### src/sv/kdec_pkg.sv
`timescale 1ns / 1ps
`default_nettype none
// Key sequence decoder package: action codes, key codes and the lookup
// functions for single keys and multi-key sequences. No dependencies.
package kdec_pkg;

  localparam int unsigned KeyW    = 8;
  localparam int unsigned TimeW   = 64;
  localparam int unsigned TmoW    = 16;
  localparam int unsigned ActW    = 5;

  localparam logic [TmoW-1:0] TimeoutRst = 16'd750;

  typedef enum logic [ActW-1:0] {
    ACT_NONE      = 5'd0,
    ACT_QUIT      = 5'd1,
    ACT_CANCEL    = 5'd2,
    ACT_UP        = 5'd3,
    ACT_DOWN      = 5'd4,
    ACT_LEFT      = 5'd5,
    ACT_RIGHT     = 5'd6,
    ACT_TOP       = 5'd7,
    ACT_BOTTOM    = 5'd8,
    ACT_HALF_UP   = 5'd9,
    ACT_HALF_DOWN = 5'd10,
    ACT_SEARCH    = 5'd11,
    ACT_NEXT_MAT  = 5'd12,
    ACT_PREV_MAT  = 5'd13,
    ACT_SELECT    = 5'd14,
    ACT_EDIT      = 5'd15,
    ACT_RUN       = 5'd16,
    ACT_CHECK     = 5'd17,
    ACT_RESET     = 5'd18,
    ACT_MEDIA     = 5'd19,
    ACT_LESSON    = 5'd20,
    ACT_COURSE    = 5'd21,
    ACT_NEXT_BUF  = 5'd22,
    ACT_PREV_BUF  = 5'd23,
    ACT_HELP      = 5'd24
  } action_e;

  localparam logic [KeyW-1:0] KeyCtrlD  = 8'd4;
  localparam logic [KeyW-1:0] KeyLf     = 8'd10;
  localparam logic [KeyW-1:0] KeyCr     = 8'd13;
  localparam logic [KeyW-1:0] KeyCtrlU  = 8'd21;
  localparam logic [KeyW-1:0] KeyEsc    = 8'd27;
  localparam logic [KeyW-1:0] KeySpace  = 8'h20;
  localparam logic [KeyW-1:0] KeySlash  = 8'h2F;
  localparam logic [KeyW-1:0] KeyQmark  = 8'h3F;
  localparam logic [KeyW-1:0] KeyUpG    = 8'h47;
  localparam logic [KeyW-1:0] KeyUpN    = 8'h4E;
  localparam logic [KeyW-1:0] KeyUpT    = 8'h54;
  localparam logic [KeyW-1:0] KeyLBrack = 8'h5B;
  localparam logic [KeyW-1:0] KeyRBrack = 8'h5D;
  localparam logic [KeyW-1:0] KeyB      = 8'h62;
  localparam logic [KeyW-1:0] KeyC      = 8'h63;
  localparam logic [KeyW-1:0] KeyE      = 8'h65;
  localparam logic [KeyW-1:0] KeyG      = 8'h67;
  localparam logic [KeyW-1:0] KeyH      = 8'h68;
  localparam logic [KeyW-1:0] KeyJ      = 8'h6A;
  localparam logic [KeyW-1:0] KeyK      = 8'h6B;
  localparam logic [KeyW-1:0] KeyL      = 8'h6C;
  localparam logic [KeyW-1:0] KeyM      = 8'h6D;
  localparam logic [KeyW-1:0] KeyN      = 8'h6E;
  localparam logic [KeyW-1:0] KeyQ      = 8'h71;
  localparam logic [KeyW-1:0] KeyR      = 8'h72;
  localparam logic [KeyW-1:0] KeyT      = 8'h74;
  localparam logic [KeyW-1:0] KeyX      = 8'h78;

  // Keys that open a multi-key sequence.
  function automatic logic is_prefix_start(input logic [KeyW-1:0] k);
    return (k == KeyG) || (k == KeyRBrack) || (k == KeyLBrack) || (k == KeySpace);
  endfunction

  function automatic action_e single_act(input logic [KeyW-1:0] k);
    action_e a;
    case (k)
      KeyH:     a = ACT_LEFT;
      KeyJ:     a = ACT_DOWN;
      KeyK:     a = ACT_UP;
      KeyL:     a = ACT_RIGHT;
      KeyUpG:   a = ACT_BOTTOM;
      KeyCtrlD: a = ACT_HALF_DOWN;
      KeyCtrlU: a = ACT_HALF_UP;
      KeySlash: a = ACT_SEARCH;
      KeyN:     a = ACT_NEXT_MAT;
      KeyUpN:   a = ACT_PREV_MAT;
      KeyE:     a = ACT_EDIT;
      KeyLf:    a = ACT_SELECT;
      KeyCr:    a = ACT_SELECT;
      KeyQmark: a = ACT_HELP;
      KeyQ:     a = ACT_QUIT;
      default:  a = ACT_NONE;
    endcase
    return a;
  endfunction

  // Two-key sequences; ACT_NONE when there is no exact match.
  function automatic action_e seq2_act(input logic [KeyW-1:0] k0,
                                       input logic [KeyW-1:0] k1);
    action_e a;
    a = ACT_NONE;
    if (k0 == KeyG) begin
      if (k1 == KeyG)      a = ACT_TOP;
      else if (k1 == KeyT) a = ACT_NEXT_BUF;
      else if (k1 == KeyUpT) a = ACT_PREV_BUF;
    end else if (k0 == KeyRBrack && k1 == KeyB) begin
      a = ACT_NEXT_BUF;
    end else if (k0 == KeyLBrack && k1 == KeyB) begin
      a = ACT_PREV_BUF;
    end else if (k0 == KeySpace) begin
      case (k1)
        KeyR:     a = ACT_RUN;
        KeyT:     a = ACT_CHECK;
        KeyX:     a = ACT_RESET;
        KeyM:     a = ACT_MEDIA;
        KeyQmark: a = ACT_HELP;
        default:  a = ACT_NONE;
      endcase
    end
    return a;
  endfunction

  // Three-key sequences; ACT_NONE when there is no exact match.
  function automatic action_e seq3_act(input logic [KeyW-1:0] k0,
                                       input logic [KeyW-1:0] k1,
                                       input logic [KeyW-1:0] k2);
    action_e a;
    a = ACT_NONE;
    if (k0 == KeySpace && k1 == KeyL) begin
      if (k2 == KeyL)      a = ACT_LESSON;
      else if (k2 == KeyC) a = ACT_COURSE;
    end
    return a;
  endfunction

endpackage
`default_nettype wire

### src/sv/kdec_if.sv
`timescale 1ns / 1ps
`default_nettype none
// Valid/ready channels of the key sequence decoder: key events in, actions out.
// Depends on kdec_pkg for field widths.
interface kdec_key_if
  import kdec_pkg::*;
  ();
  logic                    valid;
  logic                    ready;
  logic [KeyW-1:0]         key;
  logic signed [TimeW-1:0] now_ms;

  modport source (output valid, key, now_ms, input ready);
  modport sink   (input valid, key, now_ms, output ready);
endinterface

interface kdec_act_if
  import kdec_pkg::*;
  ();
  logic            valid;
  logic            ready;
  logic [ActW-1:0] action;

  modport source (output valid, action, input ready);
  modport sink   (input valid, action, output ready);
endinterface
`default_nettype wire

### src/sv/key_sequence_decoder_core.sv
`timescale 1ns / 1ps
`default_nettype none
// Key sequence decoder: one action code per key event.
// Each key is held in the input register, then its action in the result register.
// One key per cycle unless act_o stalls. Timeout check: one 64-bit subtract and compare.
// Reset: normal mode, no pending keys, timeout 750 ms; no clearing pass.
// Depends on kdec_pkg and the channel interfaces in kdec_if.sv.
module key_sequence_decoder_core
  import kdec_pkg::*;
(
  input  wire logic            clk_i,
  input  wire logic            rst_ni,
  kdec_key_if.sink             key_i,
  kdec_act_if.source           act_o,
  input  wire logic            cfg_we_i,
  input  wire logic [TmoW-1:0] cfg_wdata_i
);

  logic                    s1_valid_q;
  logic [KeyW-1:0]         s1_key_q;
  logic [TimeW-1:0]        s1_now_q;
  logic                    out_valid_q;
  action_e                 action_q, action_d;
  logic [TmoW-1:0]         timeout_q;
  logic                    search_q, search_d;
  logic [1:0]              cnt_q, cnt_d;
  logic [KeyW-1:0]         k0_q, k0_d, k1_q, k1_d;
  logic [TimeW-1:0]        start_q, start_d;

  logic                    advance;
  logic [TimeW-1:0]        elapsed;
  logic                    expired;
  logic [1:0]              cnt_eff;
  action_e                 seq_a;

  assign advance     = s1_valid_q && (!out_valid_q || act_o.ready);
  assign key_i.ready = !s1_valid_q || advance;
  assign act_o.valid = out_valid_q;
  assign act_o.action = action_q;

  assign elapsed = s1_now_q - start_q;
  // Negative elapsed time never expires.
  assign expired = (cnt_q != 2'd0) && !elapsed[TimeW-1]
                   && (elapsed > {{(TimeW-TmoW){1'b0}}, timeout_q});
  assign cnt_eff = expired ? 2'd0 : cnt_q;

  always_comb begin
    action_d = ACT_NONE;
    search_d = search_q;
    cnt_d    = cnt_eff;
    k0_d     = k0_q;
    k1_d     = k1_q;
    start_d  = start_q;
    seq_a    = ACT_NONE;
    if (s1_key_q == KeyEsc) begin
      cnt_d    = 2'd0;
      search_d = 1'b0;
      action_d = ACT_CANCEL;
    end else if (search_q) begin
      if (s1_key_q == KeyLf || s1_key_q == KeyCr) begin
        search_d = 1'b0;
        action_d = ACT_SELECT;
      end
    end else if (cnt_eff == 2'd1) begin
      seq_a    = seq2_act(k0_q, s1_key_q);
      action_d = seq_a;
      // Only " l" stays a live prefix after two keys.
      if (seq_a == ACT_NONE && k0_q == KeySpace && s1_key_q == KeyL) begin
        k1_d  = s1_key_q;
        cnt_d = 2'd2;
      end else begin
        cnt_d = 2'd0;
      end
    end else if (cnt_eff != 2'd0) begin
      action_d = seq3_act(k0_q, k1_q, s1_key_q);
      cnt_d    = 2'd0;
    end else if (is_prefix_start(s1_key_q)) begin
      k0_d    = s1_key_q;
      cnt_d   = 2'd1;
      start_d = s1_now_q;
    end else begin
      action_d = single_act(s1_key_q);
      if (s1_key_q == KeySlash) begin
        search_d = 1'b1;
      end
    end
  end

  always_ff @(posedge clk_i or negedge rst_ni) begin
    if (!rst_ni) begin
      s1_valid_q  <= 1'b0;
      out_valid_q <= 1'b0;
      timeout_q   <= TimeoutRst;
      search_q    <= 1'b0;
      cnt_q       <= 2'd0;
    end else begin
      if (key_i.ready) begin
        s1_valid_q <= key_i.valid;
      end
      if (advance) begin
        out_valid_q <= 1'b1;
      end else if (act_o.ready) begin
        out_valid_q <= 1'b0;
      end
      if (cfg_we_i) begin
        timeout_q <= cfg_wdata_i;
      end
      if (advance) begin
        search_q <= search_d;
        cnt_q    <= cnt_d;
      end
    end
  end

  // Payload registers: hold until the next transfer.
  always_ff @(posedge clk_i) begin
    if (key_i.ready && key_i.valid) begin
      s1_key_q <= key_i.key;
      s1_now_q <= key_i.now_ms;
    end
    if (advance) begin
      action_q <= action_d;
      k0_q     <= k0_d;
      k1_q     <= k1_d;
      start_q  <= start_d;
    end
  end

endmodule
`default_nettype wire

### src/flat_wrapper.sv
// flat-port wrapper written by rule: the top's interface ports become plain ports
module key_sequence_decoder_core_flat import kdec_pkg::*;
  (clk_i, rst_ni, cfg_we_i, cfg_wdata_i, key_i_valid, key_i_key, key_i_now_ms, key_i_ready, act_o_valid, act_o_action, act_o_ready);
  kdec_key_if key_i_i ();
  kdec_act_if act_o_i ();
  input  wire logic clk_i;
  input  wire logic rst_ni;
  input  wire logic cfg_we_i;
  input  wire logic [TmoW-1:0] cfg_wdata_i;
  input wire logic [$bits(key_i_i.valid)-1:0] key_i_valid;
  input wire logic [$bits(key_i_i.key)-1:0] key_i_key;
  input wire logic [$bits(key_i_i.now_ms)-1:0] key_i_now_ms;
  output wire logic [$bits(key_i_i.ready)-1:0] key_i_ready;
  output wire logic [$bits(act_o_i.valid)-1:0] act_o_valid;
  output wire logic [$bits(act_o_i.action)-1:0] act_o_action;
  input wire logic [$bits(act_o_i.ready)-1:0] act_o_ready;
  assign key_i_i.valid = key_i_valid;
  assign key_i_i.key = key_i_key;
  assign key_i_i.now_ms = key_i_now_ms;
  assign key_i_ready = key_i_i.ready;
  assign act_o_valid = act_o_i.valid;
  assign act_o_action = act_o_i.action;
  assign act_o_i.ready = act_o_ready;
  key_sequence_decoder_core u_core (.clk_i(clk_i), .rst_ni(rst_ni), .key_i(key_i_i), .act_o(act_o_i), .cfg_we_i(cfg_we_i), .cfg_wdata_i(cfg_wdata_i));
endmodule
### config.mk
export PLATFORM = sky130hd
export DESIGN_NAME = key_sequence_decoder_core_flat
export DESIGN_NICKNAME = d
export VERILOG_FILES = /design/src/sv/kdec_pkg.sv /design/src/sv/kdec_if.sv /design/src/sv/key_sequence_decoder_core.sv /design/src/flat_wrapper.sv
export SDC_FILE = /design/constraint.sdc
export NUM_CORES = 1
export LEC_CHECK = 0
export ABC_AREA = 0
export BUFFER_PORTS_ARGS = -buffer_cell sky130_fd_sc_hd__buf_2
export CORE_MARGIN = 1
export CORE_UTILIZATION = 65
export DETAILED_ROUTE_END_ITERATION = 10
export PLACE_DENSITY = 0.86
export REMOVE_ABC_BUFFERS = 1
export SLEW_MARGIN = 25
export SYNTH_ARGS = -nofsm -noshare
export SYNTH_HDL_FRONTEND = slang
export SYNTH_SLANG_ARGS = --single-unit
### constraint.sdc
create_clock -name clk_i -period 22.6 [get_ports clk_i]
set_clock_uncertainty 0.1 [all_clocks]
set_input_delay 3.39 -clock clk_i [delete_from_list [all_inputs] [get_ports clk_i]]
set_output_delay 3.39 -clock clk_i [all_outputs]
set_load 0.005 [all_outputs]
== Word level (Yosys, flattened, before mapping) ==
Cells that the tools add are included.
Storage, ports and cells
  register bits: 178
  input port bits: 93
  output and inout bits: 7
  logic and storage cells: 111
Operators by class
  add/subtract/negate cells: 1
  order comparisons: 1
  equal/unequal tests: 33
  multiplexer cells: 36
  bitwise logic cells: 4
  reductions and logical operators: 25
Operator list (count)
  8-bit by 7-bit equality test with 1-bit output, second input constant: 23
  5-bit 2-to-1 mux: 17
  5-bit one-hot mux with 14 select lines: 1
  64-bit by 16-bit > comparator with 1-bit output: 1
  64-bit subtractor: 1
  8-bit by 6-bit equality test with 1-bit output, second input constant: 4
  5-bit one-hot mux with 5 select lines: 1
  8-bit by 4-bit equality test with 1-bit output, second input constant: 2
  8-bit by 5-bit equality test with 1-bit output, second input constant: 2
  2-bit 2-to-1 mux: 7
  1-bit logical AND: 9
  1-bit 2-to-1 mux: 9
  8-bit by 3-bit equality test with 1-bit output, second input constant: 1
  1-bit logical OR: 6
  6-bit AND reduction: 1
  2-bit nonzero test: 3
  5-bit zero test: 1
  5-bit AND reduction: 1
  4-bit 2-to-1 mux: 1
  1-bit inverter: 4
  1-bit zero test: 3
  2-bit by 1-bit equality test with 1-bit output, second input constant: 1
  2-bit OR reduction: 1

== Depth between registers and ports, before layout ==
Gate-level depths: netlist (run 1).
  word-level depth: 16
  mapped depth: 23
  gate-level depth less buffers: 22

== Worst setup path before layout (run 1) ==
Ideal clock, no wire load.
  path kind: input to register
  start: in act_o_ready
  end: reg u_core.k0_q[0], enable pin
  arrival: 8.784 ns
  setup slack: 13.125 ns
  stages on the path: 5
  buffers on the path: 0
  path through: nand2b_1 > nand2_1 > inv_1 > nand2_1 > nor3_1
Between the ends
  word-level cells in the longest chain between the ends: 3
Ends and longest elaborated chain
  start: declaration: line flat_wrapper.sv:16  | input wire logic [$bits(act_o_i.ready)-1:0] act_o_ready;
  1-bit logical OR: line key_sequence_decoder_core.sv:36  | assign advance = s1_valid_q && (!out_valid_q || act_o.ready);
  1-bit logical AND: line key_sequence_decoder_core.sv:36
  net u_core.advance: line key_sequence_decoder_core.sv:30  | logic advance;
  6-bit AND reduction (no source line)
  end signal: assignment: line key_sequence_decoder_core.sv:123  | k0_q <= k0_d;
  end: declaration: line key_sequence_decoder_core.sv:27  | logic [KeyW-1:0] k0_q, k0_d, k1_q, k1_d;
The timed path passes the listed nets, and every way through them passes these cells.
A chain may end at the register's enable or synchronous reset.

== Worst setup path in the final report (run 1) ==
  start: in act_o_ready
  end: out key_i_ready
Between the ends
  word-level cells in the longest chain between the ends: 3
Ends and longest elaborated chain
  1-bit logical OR: line key_sequence_decoder_core.sv:36
  1-bit logical AND: line key_sequence_decoder_core.sv:36
  1-bit logical OR: line key_sequence_decoder_core.sv:37  | assign key_i.ready = !s1_valid_q || advance;
  end: declaration: line flat_wrapper.sv:13  | output wire logic [$bits(key_i_i.ready)-1:0] key_i_ready;
Every way passes these cells.

==> results of run 1 <==
## metrics by stage
| stage | setup slack (ns) | utilization | power [mW] | hold slack [ns] | std cells |
|---|---|---|---|---|---|
| 2_1_floorplan | 13.13 | - | 0.476 | 0.326 | 1215 |
| 3_3_place_gp | 15.31 | 0.697 | 0.516 | 0.329 | 1545 |
| 3_5_place_dp | 15.30 | 0.697 | 0.520 | 0.339 | 1545 |
| 4_1_cts | 15.29 | 0.729 | 0.804 | 0.355 | 1577 |
| 5_1_grt | 15.28 | 0.729 | 0.831 | 0.359 | 1577 |
| 6_report | 15.28 | 0.729 | 0.805 | 0.358 | 1577 |
## report_power, final
part | switching, mW | internal [mW] | leakage [nW]
Clock | 0.128 | 0.159 | 0.268
Sequential | 0.00979 | 0.374 | 1.70
Combinational | 0.0857 | 0.0487 | 3.06
## cells by family (layout without fill, tap and decap cells)
group	after synthesis	count (layout)	synth area share
muxes	9	9	0.00798
AOI/OAI and AO/OA	377	377	0.214
and+or+nand+nor	443	443	0.185
DFF	178	178	0.435
xor gates and xnor gates	32	32	0.0232
buffers and inverters	148	229	0.0512
adders and majority gates	80	80	0.0836
## cells in the final DEF, fill, tap and decap left out, types with 20 or more instances in the layout
cell type / n
edfxtp_1: 157
nand2_1: 124
a21oi_1: 99
buf_2: 99
nor2_1: 97
inv_1: 96
ha_1: 79
o21ai_0: 70
nand4_1: 48
nor3_1: 42
o21a_1: 24
nand3_1: 24
xnor2_1: 20
o21ai_1: 20
## synthesized netlist by cell type (all sizes together), types with 8 or more instances
library cell	n	share of area
a211oi	15	0.011
a21o	18	0.011
a21oi	106	0.047
a31oi	11	0.0057
buf	26	0.013
clkbuf	26	0.0081
dfrtp	14	0.029
edfxtp	157	0.39
ha	79	0.082
inv	96	0.030
nand2	126	0.040
nand2b	15	0.0078
nand3	24	0.010
nand4	49	0.026
nor2	97	0.030
nor2b	11	0.0057
nor3	44	0.019
nor4	20	0.012
o211ai	18	0.012
o21a	24	0.015
o21ai	94	0.040
o31ai	10	0.0074
or2	8	0.0041
or3	8	0.0041
xnor2	20	0.015
xor2	12	0.0087
## layer usage
layer,global-route usage,up-vias
li1,-,4928
met3,0.0658,112
met1,0.450,4971
met2,0.575,551
met4,0.154,0
met5,0,-
## worst max-delay path: stages
cell and delay, ns:
buf_2 0.10, nand3b_1 0.19, buf_2 0.15
## area by class of cell
type | count | area (um^2)
Timing Repair Buffer | 101 | 510
Clock inverter | 10 | 101
Multi-Input combinational cell | 941 | 6210
Tap cell | 229 | 287
Clock buffer | 22 | 464
Fill cell | 1339 | 4910
Inverter | 96 | 360
Sequential cell | 178 | 5250
## registers in the layout, summed over array words and instances, names as in the netlist
signal / flops
u_core.k0_q: 8
u_core.start_q: 64
u_core.s1_valid_q: 1
u_core.cnt_q: 2
u_core.timeout_q: 16
u_core.search_q: 1
u_core.s1_key_q: 8
u_core.k1_q: 8
u_core.s1_now_q: 64
u_core.act_o.valid: 1
u_core.act_o.action: 5
## worst paths after layout
kind / start / to / slack, ns / depth (start not counted)
hold / removal: u_core.s1_now_q[4]$_DFFE_PP_ / u_core.start_q[4]$_DFFE_PP_ / 0.36 / 0
setup reg to reg: u_core.s1_now_q[0]$_DFFE_PP_ / u_core.start_q[0]$_DFFE_PP_ / 16.41 / 21
max in group asynchronous: rst_ni / u_core.timeout_q[5]$_DFFE_PN1P_ / 19.25 / 1
min in group asynchronous: rst_ni / u_core.cnt_q[1]$_DFFE_PN0P_ / 2.80 / 1
setup / recovery: act_o_ready / key_i_ready / 15.28 / 3
hold reg to reg: u_core.s1_now_q[4]$_DFFE_PP_ / u_core.start_q[4]$_DFFE_PP_ / 0.36 / 0
==> results_dict.tcl, run 1 <==
set metrics [dict create \
    status "complete, but fails checks" \
    violations "design-rule violations" \
    grt_pass1_vias 10200 \
    hold_violations 0 \
    boundaryPins 100 \
    timing_worst_setup_path_type "input pin to primary output" \
    clk_root_buffer_cell "clkbuf_16" \
    initial_utilization 0.667 \
    clkTransAtPathRegs_ns 0.07 \
    antenna_found_initial 0 \
    hold_path_class "flop to flop" \
    tritoncts "yes" \
    drt-pass1-iter-count 8 \
    cts_made_buffers 17 \
    design_area_um2 13200 \
    drive_above_1_share 0.136 \
    m1WireLength_um 13500 \
    port_buffers 99 \
    ys_warn_count 0 \
    grt_start_max_net_pins 73 \
    gp_congestion 1.02 \
    min_period_over_period 0.324 \
    pwr_density_cell_nw_per_um2 61.1 \
    ys_ff_latch 178 \
    synth_area_per_cell_um2 9.52 \
    grt_setup_unrepaired "false" \
    hold_buffers 0 \
    endpoint_kind "primary output" \
    cp_max_fo 3 \
    grt_usage 0.348 \
    diodes 0 \
    dpl.hpwl_um 25000 \
    ys_types 91 \
    ys_seq_area_frac 0.435 \
    die_w_um 138 \
    wl_per_cell_um 20.7 \
    coreArea_um2 18100 \
    top_layer_used "met4" \
    postCtsSetupRepairBufs 0 \
    drv_cap 0 \
    cts_resized 0 \
    first_iter_violations 1044 \
    p_leak_nw 5.03 \
    dr_wl_met2_um 15300 \
    layout-area-overhead-vs-synth_pct 9.22 \
    syn-cell-area_um2 12100 \
    avgViaCountPerCell 6.70 \
    dr_wl_met3_um 2500 \
    cp.arrival_ns 3.83 \
    cts_buffer_depth 2 \
    routed_wl_um 32600 \
    vias 10600 \
    clock_sinks 178 \
    synth-edff-count 157 \
    grt_pass1_wl_um 52100 \
    max_freq_mhz 137 \
    die_y_um 138 \
    fin_crit_ns 7.32 \
    synthCells 1267 \
    worst_pin_slew_ns 1.12 \
    cts_max_level 4 \
    synth_ff_type "edfxtp_1" \
    ant_nets 0 \
    num_rows 49 \
    maxSlewViolCount 0 \
    finalSetupViolCount 0 \
    crit_required_ns 19.11 \
    worstSkewPairLatency_ns 0.44 \
    finalSetupTns_ns 0 \
    vdd_ir_drop_max_mv 0.0765 \
    grt-ovfl-total 0 \
    startpoint_type "input pin" \
    layout.nets 1508 \
    drc_errors 18 \
    place_area_um2 12600 \
    die_area_um2 19100 \
    ys_async_sr_fraction 0.118 \
    slew_headroom 0.236 \
]
(Power assumes the default switching activity.)
==> run 2, diff against run 1 <==
--- a/config.mk
+++ b/config.mk
@@ -8,9 +8,9 @@
 export ABC_AREA = 0
 export BUFFER_PORTS_ARGS = -buffer_cell sky130_fd_sc_hd__buf_2
 export CORE_MARGIN = 1
-export CORE_UTILIZATION = 65
+export CORE_UTILIZATION = 61
 export DETAILED_ROUTE_END_ITERATION = 10
-export PLACE_DENSITY = 0.86
+export PLACE_DENSITY = 0.81
 export REMOVE_ABC_BUFFERS = 1
 export SLEW_MARGIN = 25
 export SYNTH_ARGS = -nofsm -noshare
==> constraint.sdc (replaced) <==
create_clock -name clk_i -period 7.5 [get_ports clk_i]
set_clock_uncertainty 0.1 [all_clocks]
set_input_delay 1.125 -clock clk_i [delete_from_list [all_inputs] [get_ports clk_i]]
set_output_delay 1.125 -clock clk_i [all_outputs]
set_load 0.005 [all_outputs]
==> run 2 against run 1 <==
Compared with the run above:
- global-route usage increased by 0.20 points
- the flow now finishes without violations
- flip-flop and latch count unchanged
- design area grew 0.22%
- die area up 6.5%
- cell count increased by 2.2%
- routed wire length up 6.9%
- via count increased by 0.14%
- sequential share of layout area decreased by 0.087 points
- highest routed layer unchanged
- count of clock-buffer cells in the layout shrank 4
- largest cell class unchanged
- hold slack worse by 0.010 ns
==> results_dict.tcl, run 2 (synthesis gave the netlist of run 1 again) <==
set metrics [dict create \
    status "finished clean" \
    tritoncts "yes" \
    pwr_density_cell_nw_per_um2 184 \
    p_clk_frac 0.356 \
    seq_power_share 0.476 \
    crit_start "u_core.s1_now_q[0]$_DFFE_PP_" \
    hold_buffers 0 \
    endpoint_kind "flop" \
    gp_congestion 1.06 \
    grt_start_max_net_pins 73 \
    avgViaCountPerCell 6.57 \
    layout-area-overhead-vs-synth_pct 9.46 \
    cts_max_level 4 \
    vdd_ir_drop_max_mv 0.165 \
    clock_sinks 178 \
    grt_pass1_wl_um 54200 \
    grt-ovfl-total 0 \
    worst_pin_slew_ns 1.01 \
    vias 10600 \
    min_period_over_period 0.834 \
    final_common_cell "edfxtp_1" \
    dpl.hpwl_um 26900 \
    postCtsSetupRepairBufs 0 \
    layout.nets 1507 \
    comb_power_share 0.168 \
    diodes 0 \
    timing.rr.start "u_core.s1_now_q[0]$_DFFE_PP_" \
    cp_max_fo 64 \
    initial_utilization 0.622 \
    grt_usage 0.350 \
    slew_headroom 0.326 \
    ant_nets 0 \
    fin_crit_ns 6.25 \
    crit_required_ns 7.45 \
    internal_power_mw 1.74 \
    hold_path_class "flop to flop" \
    power.total_mw 2.43 \
    maxSlewViolCount 0 \
    fillers 1568 \
    hold_ws_ns 0.348 \
    die_y_um 143 \
    max_freq_mhz 160 \
    worstSkewPairLatency_ns 0.44 \
    timing_worst_setup_path_type "flop to flop" \
    drt-pass1-iter-count 8 \
    clk_root_buffer_cell "clkbuf_16" \
    cts_buffer_depth 2 \
    finalSetupTns_ns 0 \
    grt_pass1_vias 10200 \
    power.switching_uw 693 \
    num_rows 51 \
    cts_resized 0 \
    drc_errors 0 \
    worstHoldStart "u_core.s1_now_q[31]$_DFFE_PP_" \
    grt_setup_unrepaired "false" \
    hold_violations 0 \
    utilization 0.681 \
    port_buffers 99 \
    die_w_um 143 \
    finalSetupViolCount 0 \
    die_area_um2 20300 \
    p_leak_nw 5.03 \
    cts_made_buffers 17 \
    largestRegisters "u_core.s1_now_q (64), u_core.start_q (64), u_core.timeout_q (16)" \
    first_iter_violations 1017 \
    boundaryPins 100 \
    cp.arrival_ns 6.20 \
    p_sw_frac 0.285 \
    drv_cap 0 \
    final_cell_mix "edfxtp_1, nand2_1, a21oi_1, buf_2, nor2_1" \
    wl_per_cell_um 21.6 \
    coreArea_um2 19400 \
    startpoint_type "flop" \
    dp_cells 1580 \
    routed_wl_um 34800 \
    clkTransAtPathRegs_ns 0.07 \
    antenna_found_initial 0 \
    layout.cells.non_filler 1611 \
    drive_above_1_share 0.137 \
]
==> run 2: final cells by class <==
type / count / area, um^2 / area share
multi-input cells: 941 / 6210 / 0.470
flip-flops and latches: 178 / 5250 / 0.397
repair buffers: 100 / 503 / 0.0381
clock buffers: 18 / 429 / 0.0325
inverters: 96 / 360 / 0.0273
well taps: 265 / 332 / 0.0251
clock inverters: 13 / 128 / 0.00966
==> run 2: power groups by stage <==
stage	registers [mW]	clock network, mW	logic, mW
after floorplan	1.17	0	0.267
after global placement	1.17	0	0.388
after detailed placement	1.18	0	0.394
after CTS	1.15	0.872	0.399
after global routing	1.16	0.903	0.444
final	1.16	0.865	0.409
==> run 2: final timing paths <==
check                                                  end  cells after the start  slack [ns]
setup / recovery               u_core.start_q[0]$_DFFE_PP_                     21        1.25
hold / removal                u_core.start_q[31]$_DFFE_PP_                      0        0.35
setup reg to reg               u_core.start_q[0]$_DFFE_PP_                     21        1.25
hold reg to reg               u_core.start_q[31]$_DFFE_PP_                      0        0.35
max in group asynchronous  u_core.timeout_q[9]$_DFFE_PN1P_                      1        6.41
min in group asynchronous    u_core.s1_valid_q$_DFFE_PN0N_                      1        0.54
==> run 2: stage by stage <==
stage | setup WS (ns) | area [um^2]
floorplan | -1.72 | 11800
detailed placement | 1.41 | 12600
finish | 1.25 | 13200
global route | 0.906 | 13200
CTS | 1.32 | 13200
global placement | 1.64 | 12600
==> run 2: critical path, cell delays in order, from the launching register on <==
cell and delay [ns]:
edfxtp_1 0.40, inv_1 0.08, ha_1 0.17, inv_1 0.08, fa_1 0.43, a21o_1 0.21
a221oi_2 0.37, o22a_4 0.25, nor2b_1 0.22, xnor2_1 0.10, ha_1 0.31, nand4_1 0.12
nor3_1 0.26, nand2_1 0.09, a211o_1 0.30, or4_1 0.49, nor4_2 0.16, nand4_1 0.21
o31ai_4 0.47, and2_1 0.38, nor3_2 0.18, buf_4 0.36
==> run 2: metal layers <==
metal | GRT usage | part of all wire | vias up
met2 | 0.595 | 0.47 | 583
li1 | - | - | 4916
met1 | 0.439 | 0.41 | 4981
met4 | 0.138 | 0.034 | 0
met3 | 0.0701 | 0.081 | 97
met5 | 0 | 0 | -
==> run 3, diff against run 2 <==
--- a/config.mk
+++ b/config.mk
@@ -5,12 +5,12 @@
 export SDC_FILE = /design/constraint.sdc
 export NUM_CORES = 1
 export LEC_CHECK = 0
-export ABC_AREA = 0
+export ABC_AREA = 1
 export BUFFER_PORTS_ARGS = -buffer_cell sky130_fd_sc_hd__buf_2
 export CORE_MARGIN = 1
-export CORE_UTILIZATION = 61
+export CORE_UTILIZATION = 56
 export DETAILED_ROUTE_END_ITERATION = 10
-export PLACE_DENSITY = 0.81
+export PLACE_DENSITY = 0.78
 export REMOVE_ABC_BUFFERS = 1
 export SLEW_MARGIN = 25
 export SYNTH_ARGS = -nofsm -noshare
==> constraint.sdc (replaced) <==
create_clock -name clk_i -period 5.2 [get_ports clk_i]
set_clock_uncertainty 0.1 [all_clocks]
set_input_delay 0.78 -clock clk_i [delete_from_list [all_inputs] [get_ports clk_i]]
set_output_delay 0.78 -clock clk_i [all_outputs]
set_load 0.005 [all_outputs]
==> run 3 against run 2 <==
Compared with the run above:
- setup slack lost 0.68 ns
- largest cell class unchanged
- synthesized cell count grew 48%
- highest routed layer unchanged
- hold slack lost 0.16 ns
- register-to-register slack lost 0.68 ns
- critical path type unchanged
- design area grew 9.3%
- clock power grew 46%
- critical path depth grew 5
- global-route usage shrank 3.9 points
- count of clock-buffer cells in the layout shrank 1
==> results_dict.tcl, run 3 <==
set metrics [dict create \
    status "finished clean" \
    ys_async_sr_fraction 0.118 \
    worstSkewPairLatency_ns 0.45 \
    port_buffers 99 \
    synthMostInstantiatedCell "nand2_1" \
    wl_per_cell_um 15.7 \
    slew_headroom 0.493 \
    first_iter_violations 989 \
    die_w_um 154 \
    die_y_um 154 \
    timing_worst_setup_path_type "flop to flop" \
    num_rows 55 \
    cp_top_family "simple AND/OR/NAND/NOR gates" \
    clkTransAtPathRegs_ns 0.08 \
    finalSetupViolCount 0 \
    critPathBufInv 2 \
    dpl.hpwl_um 29800 \
    cp.arrival_ns 4.61 \
    coreArea_um2 22700 \
    synth.top_cells.by_count "nand2_1, inv_1, edfxtp_1, nor2_1, ha_1" \
    cts_max_level 4 \
    drc_errors 0 \
    vdd_ir_drop_max_mv 0.262 \
    hold_path_class "input pin to asynchronous set/reset pin" \
    synth_area_per_cell_um2 6.92 \
    worst_pin_slew_ns 0.759 \
    die_area_um2 23800 \
    preCtsSetupSlack_ns 0.638 \
    initial_utilization 0.572 \
    layout-area-overhead-vs-synth_pct 11.1 \
    layout.nets 2167 \
    endpoint_kind "flop" \
    worst_path_most_repeated_cell "nand3_1" \
    grt_start_max_net_pins 44 \
    max_freq_mhz 216 \
    syn-cell-area_um2 13000 \
    cp.depth 26 \
    boundaryPins 100 \
    grt-ovfl-total 0 \
    gp_congestion 0.992 \
    ant_nets 0 \
    avgViaCountPerCell 5.13 \
    routed_wl_um 36000 \
    cts_made_buffers 17 \
    ys_seq_area_frac 0.404 \
    startpoint_type "flop" \
    drt-pass1-iter-count 7 \
    ys_warn_count 0 \
    final_common_cell "nand2_1" \
    vias 11800 \
    largestRegisters "u_core.s1_now_q (64), u_core.start_q (64), u_core.timeout_q (16)" \
    slowest_delay_ns 0.51 \
    fin_crit_ns 4.64 \
    grt_usage 0.312 \
    synthCells 1876 \
    cp_max_fo 10 \
    cts_resized 0 \
    finalSetupTns_ns 0 \
    tritoncts "yes" \
    min_period_over_period 0.891 \
    synth_top_area_frac 0.363 \
    timing.rr.start "u_core.s1_now_q[0]$_DFFE_PP_" \
    synth_ff_type "edfxtp_1" \
    postCtsSetupRepairBufs 0 \
    hold_buffers 0 \
    drv_cap 0 \
    hold_violations 0 \
    cts_buffer_depth 2 \
    synth-edff-count 157 \
    grt_setup_unrepaired "false" \
    regToRegSetupSlack_ns 0.56 \
    synth_top_cells_by_area "edfxtp_1, nand2_1, inv_1" \
    maxSlewViolCount 0 \
    clk_root_buffer_cell "clkbuf_16" \
    antenna_found_initial 1 \
    critical_path.slowest_cell "nor2_1" \
    clock_sinks 178 \
    crit_required_ns 5.18 \
    fin_ws_ns 0.564 \
    grt_pass1_wl_um 56300 \
    ys_types 43 \
    worst-r2r-cell-count 26 \
    yosys.area.top_type "edfxtp_1" \
    ys_ff_latch 178 \
    drive_above_1_share 0.0902 \
    timing.rr.end "u_core.k1_q[4]$_DFFE_PP_" \
    final_cell_mix "nand2_1, inv_1, nor2_1, edfxtp_1, buf_2" \
    pwr_density_cell_nw_per_um2 252 \
    grt_pass1_vias 11100 \
    p_leak_nw 7.81 \
]
## run 3: where the power goes
part | internal [mW] | switching [mW] | total [mW]
clock network | 0.635 | 0.627 | 1.26
logic | 0.225 | 0.468 | 0.693
registers | 1.64 | 0.0389 | 1.68
## run 3: worst max path at each step
stage	from	endpoint	slack, ns
5_1_grt	u_core.s1_now_q[0]$_DFFE_PP_	u_core.k1_q[4]$_DFFE_PP_	0.29
3_5_place_dp	u_core.s1_now_q[0]$_DFFE_PP_	u_core.k1_q[4]$_DFFE_PP_	0.64
2_1_floorplan	u_core.s1_now_q[0]$_DFFE_PP_	u_core.k0_q[0]$_DFFE_PP_	0.25
3_3_place_gp	u_core.s1_now_q[0]$_DFFE_PP_	u_core.k1_q[4]$_DFFE_PP_	0.82
4_1_cts	u_core.s1_now_q[0]$_DFFE_PP_	u_core.k1_q[4]$_DFFE_PP_	0.61
6_report	u_core.s1_now_q[0]$_DFFE_PP_	u_core.k1_q[4]$_DFFE_PP_	0.56
## run 3: cells by family (layout without fill, tap and decap cells)
group / Yosys count / after routing / share of synthesized area
buf+inv: 444 / 575 / 0.128
other cells: 0 / 1 / 0
xor+xnor: 19 / 19 / 0.0128
compound gates: 100 / 100 / 0.0418
flops: 178 / 178 / 0.404
fa+ha+maj: 80 / 80 / 0.0776
mux: 1 / 1 / 0.000867
simple gates: 1054 / 1054 / 0.335
## run 3: worst reg2reg max path, delay by kind of cell, from the launching register on
kind | cells | cell delay (ns)
buffers and inverters | 2 | 0.15
xor gates and xnor gates | 1 | 0.18
and+or+nand+nor | 20 | 2.52
adders and majority gates | 3 | 0.89
DFF | 1 | 0.40
## run 3: layout make-up
type / count / area, um^2
well taps: 285 / 357
inverters: 441 / 1660
multi-input cells: 1254 / 6070
fillers: 2083 / 8280
clock inverters: 15 / 148
repair buffers: 102 / 518
clock buffers: 17 / 425
flip-flops and latches: 178 / 5250
diodes: 1 / 2.50
## run 3: per-stage QoR
step	hold WS (ns)	cell area, um^2	instances	power, mW	utilization
4_1_cts	0.201	14400	2292	3.64	0.635
5_1_grt	0.234	14400	2292	3.78	0.635
2_1_floorplan	0.326	13000	1873	2.15	-
3_5_place_dp	0.338	13900	2260	2.39	0.610
6_report	0.192	14400	2293	3.63	0.635
3_3_place_gp	0.334	13900	2260	2.37	0.610
## run 3: metal layers
metal	wire length (um)	track usage
met1	16700	0.446
met2	15200	0.472
met3	3190	0.0633
met4	904	0.106
met5	0	0
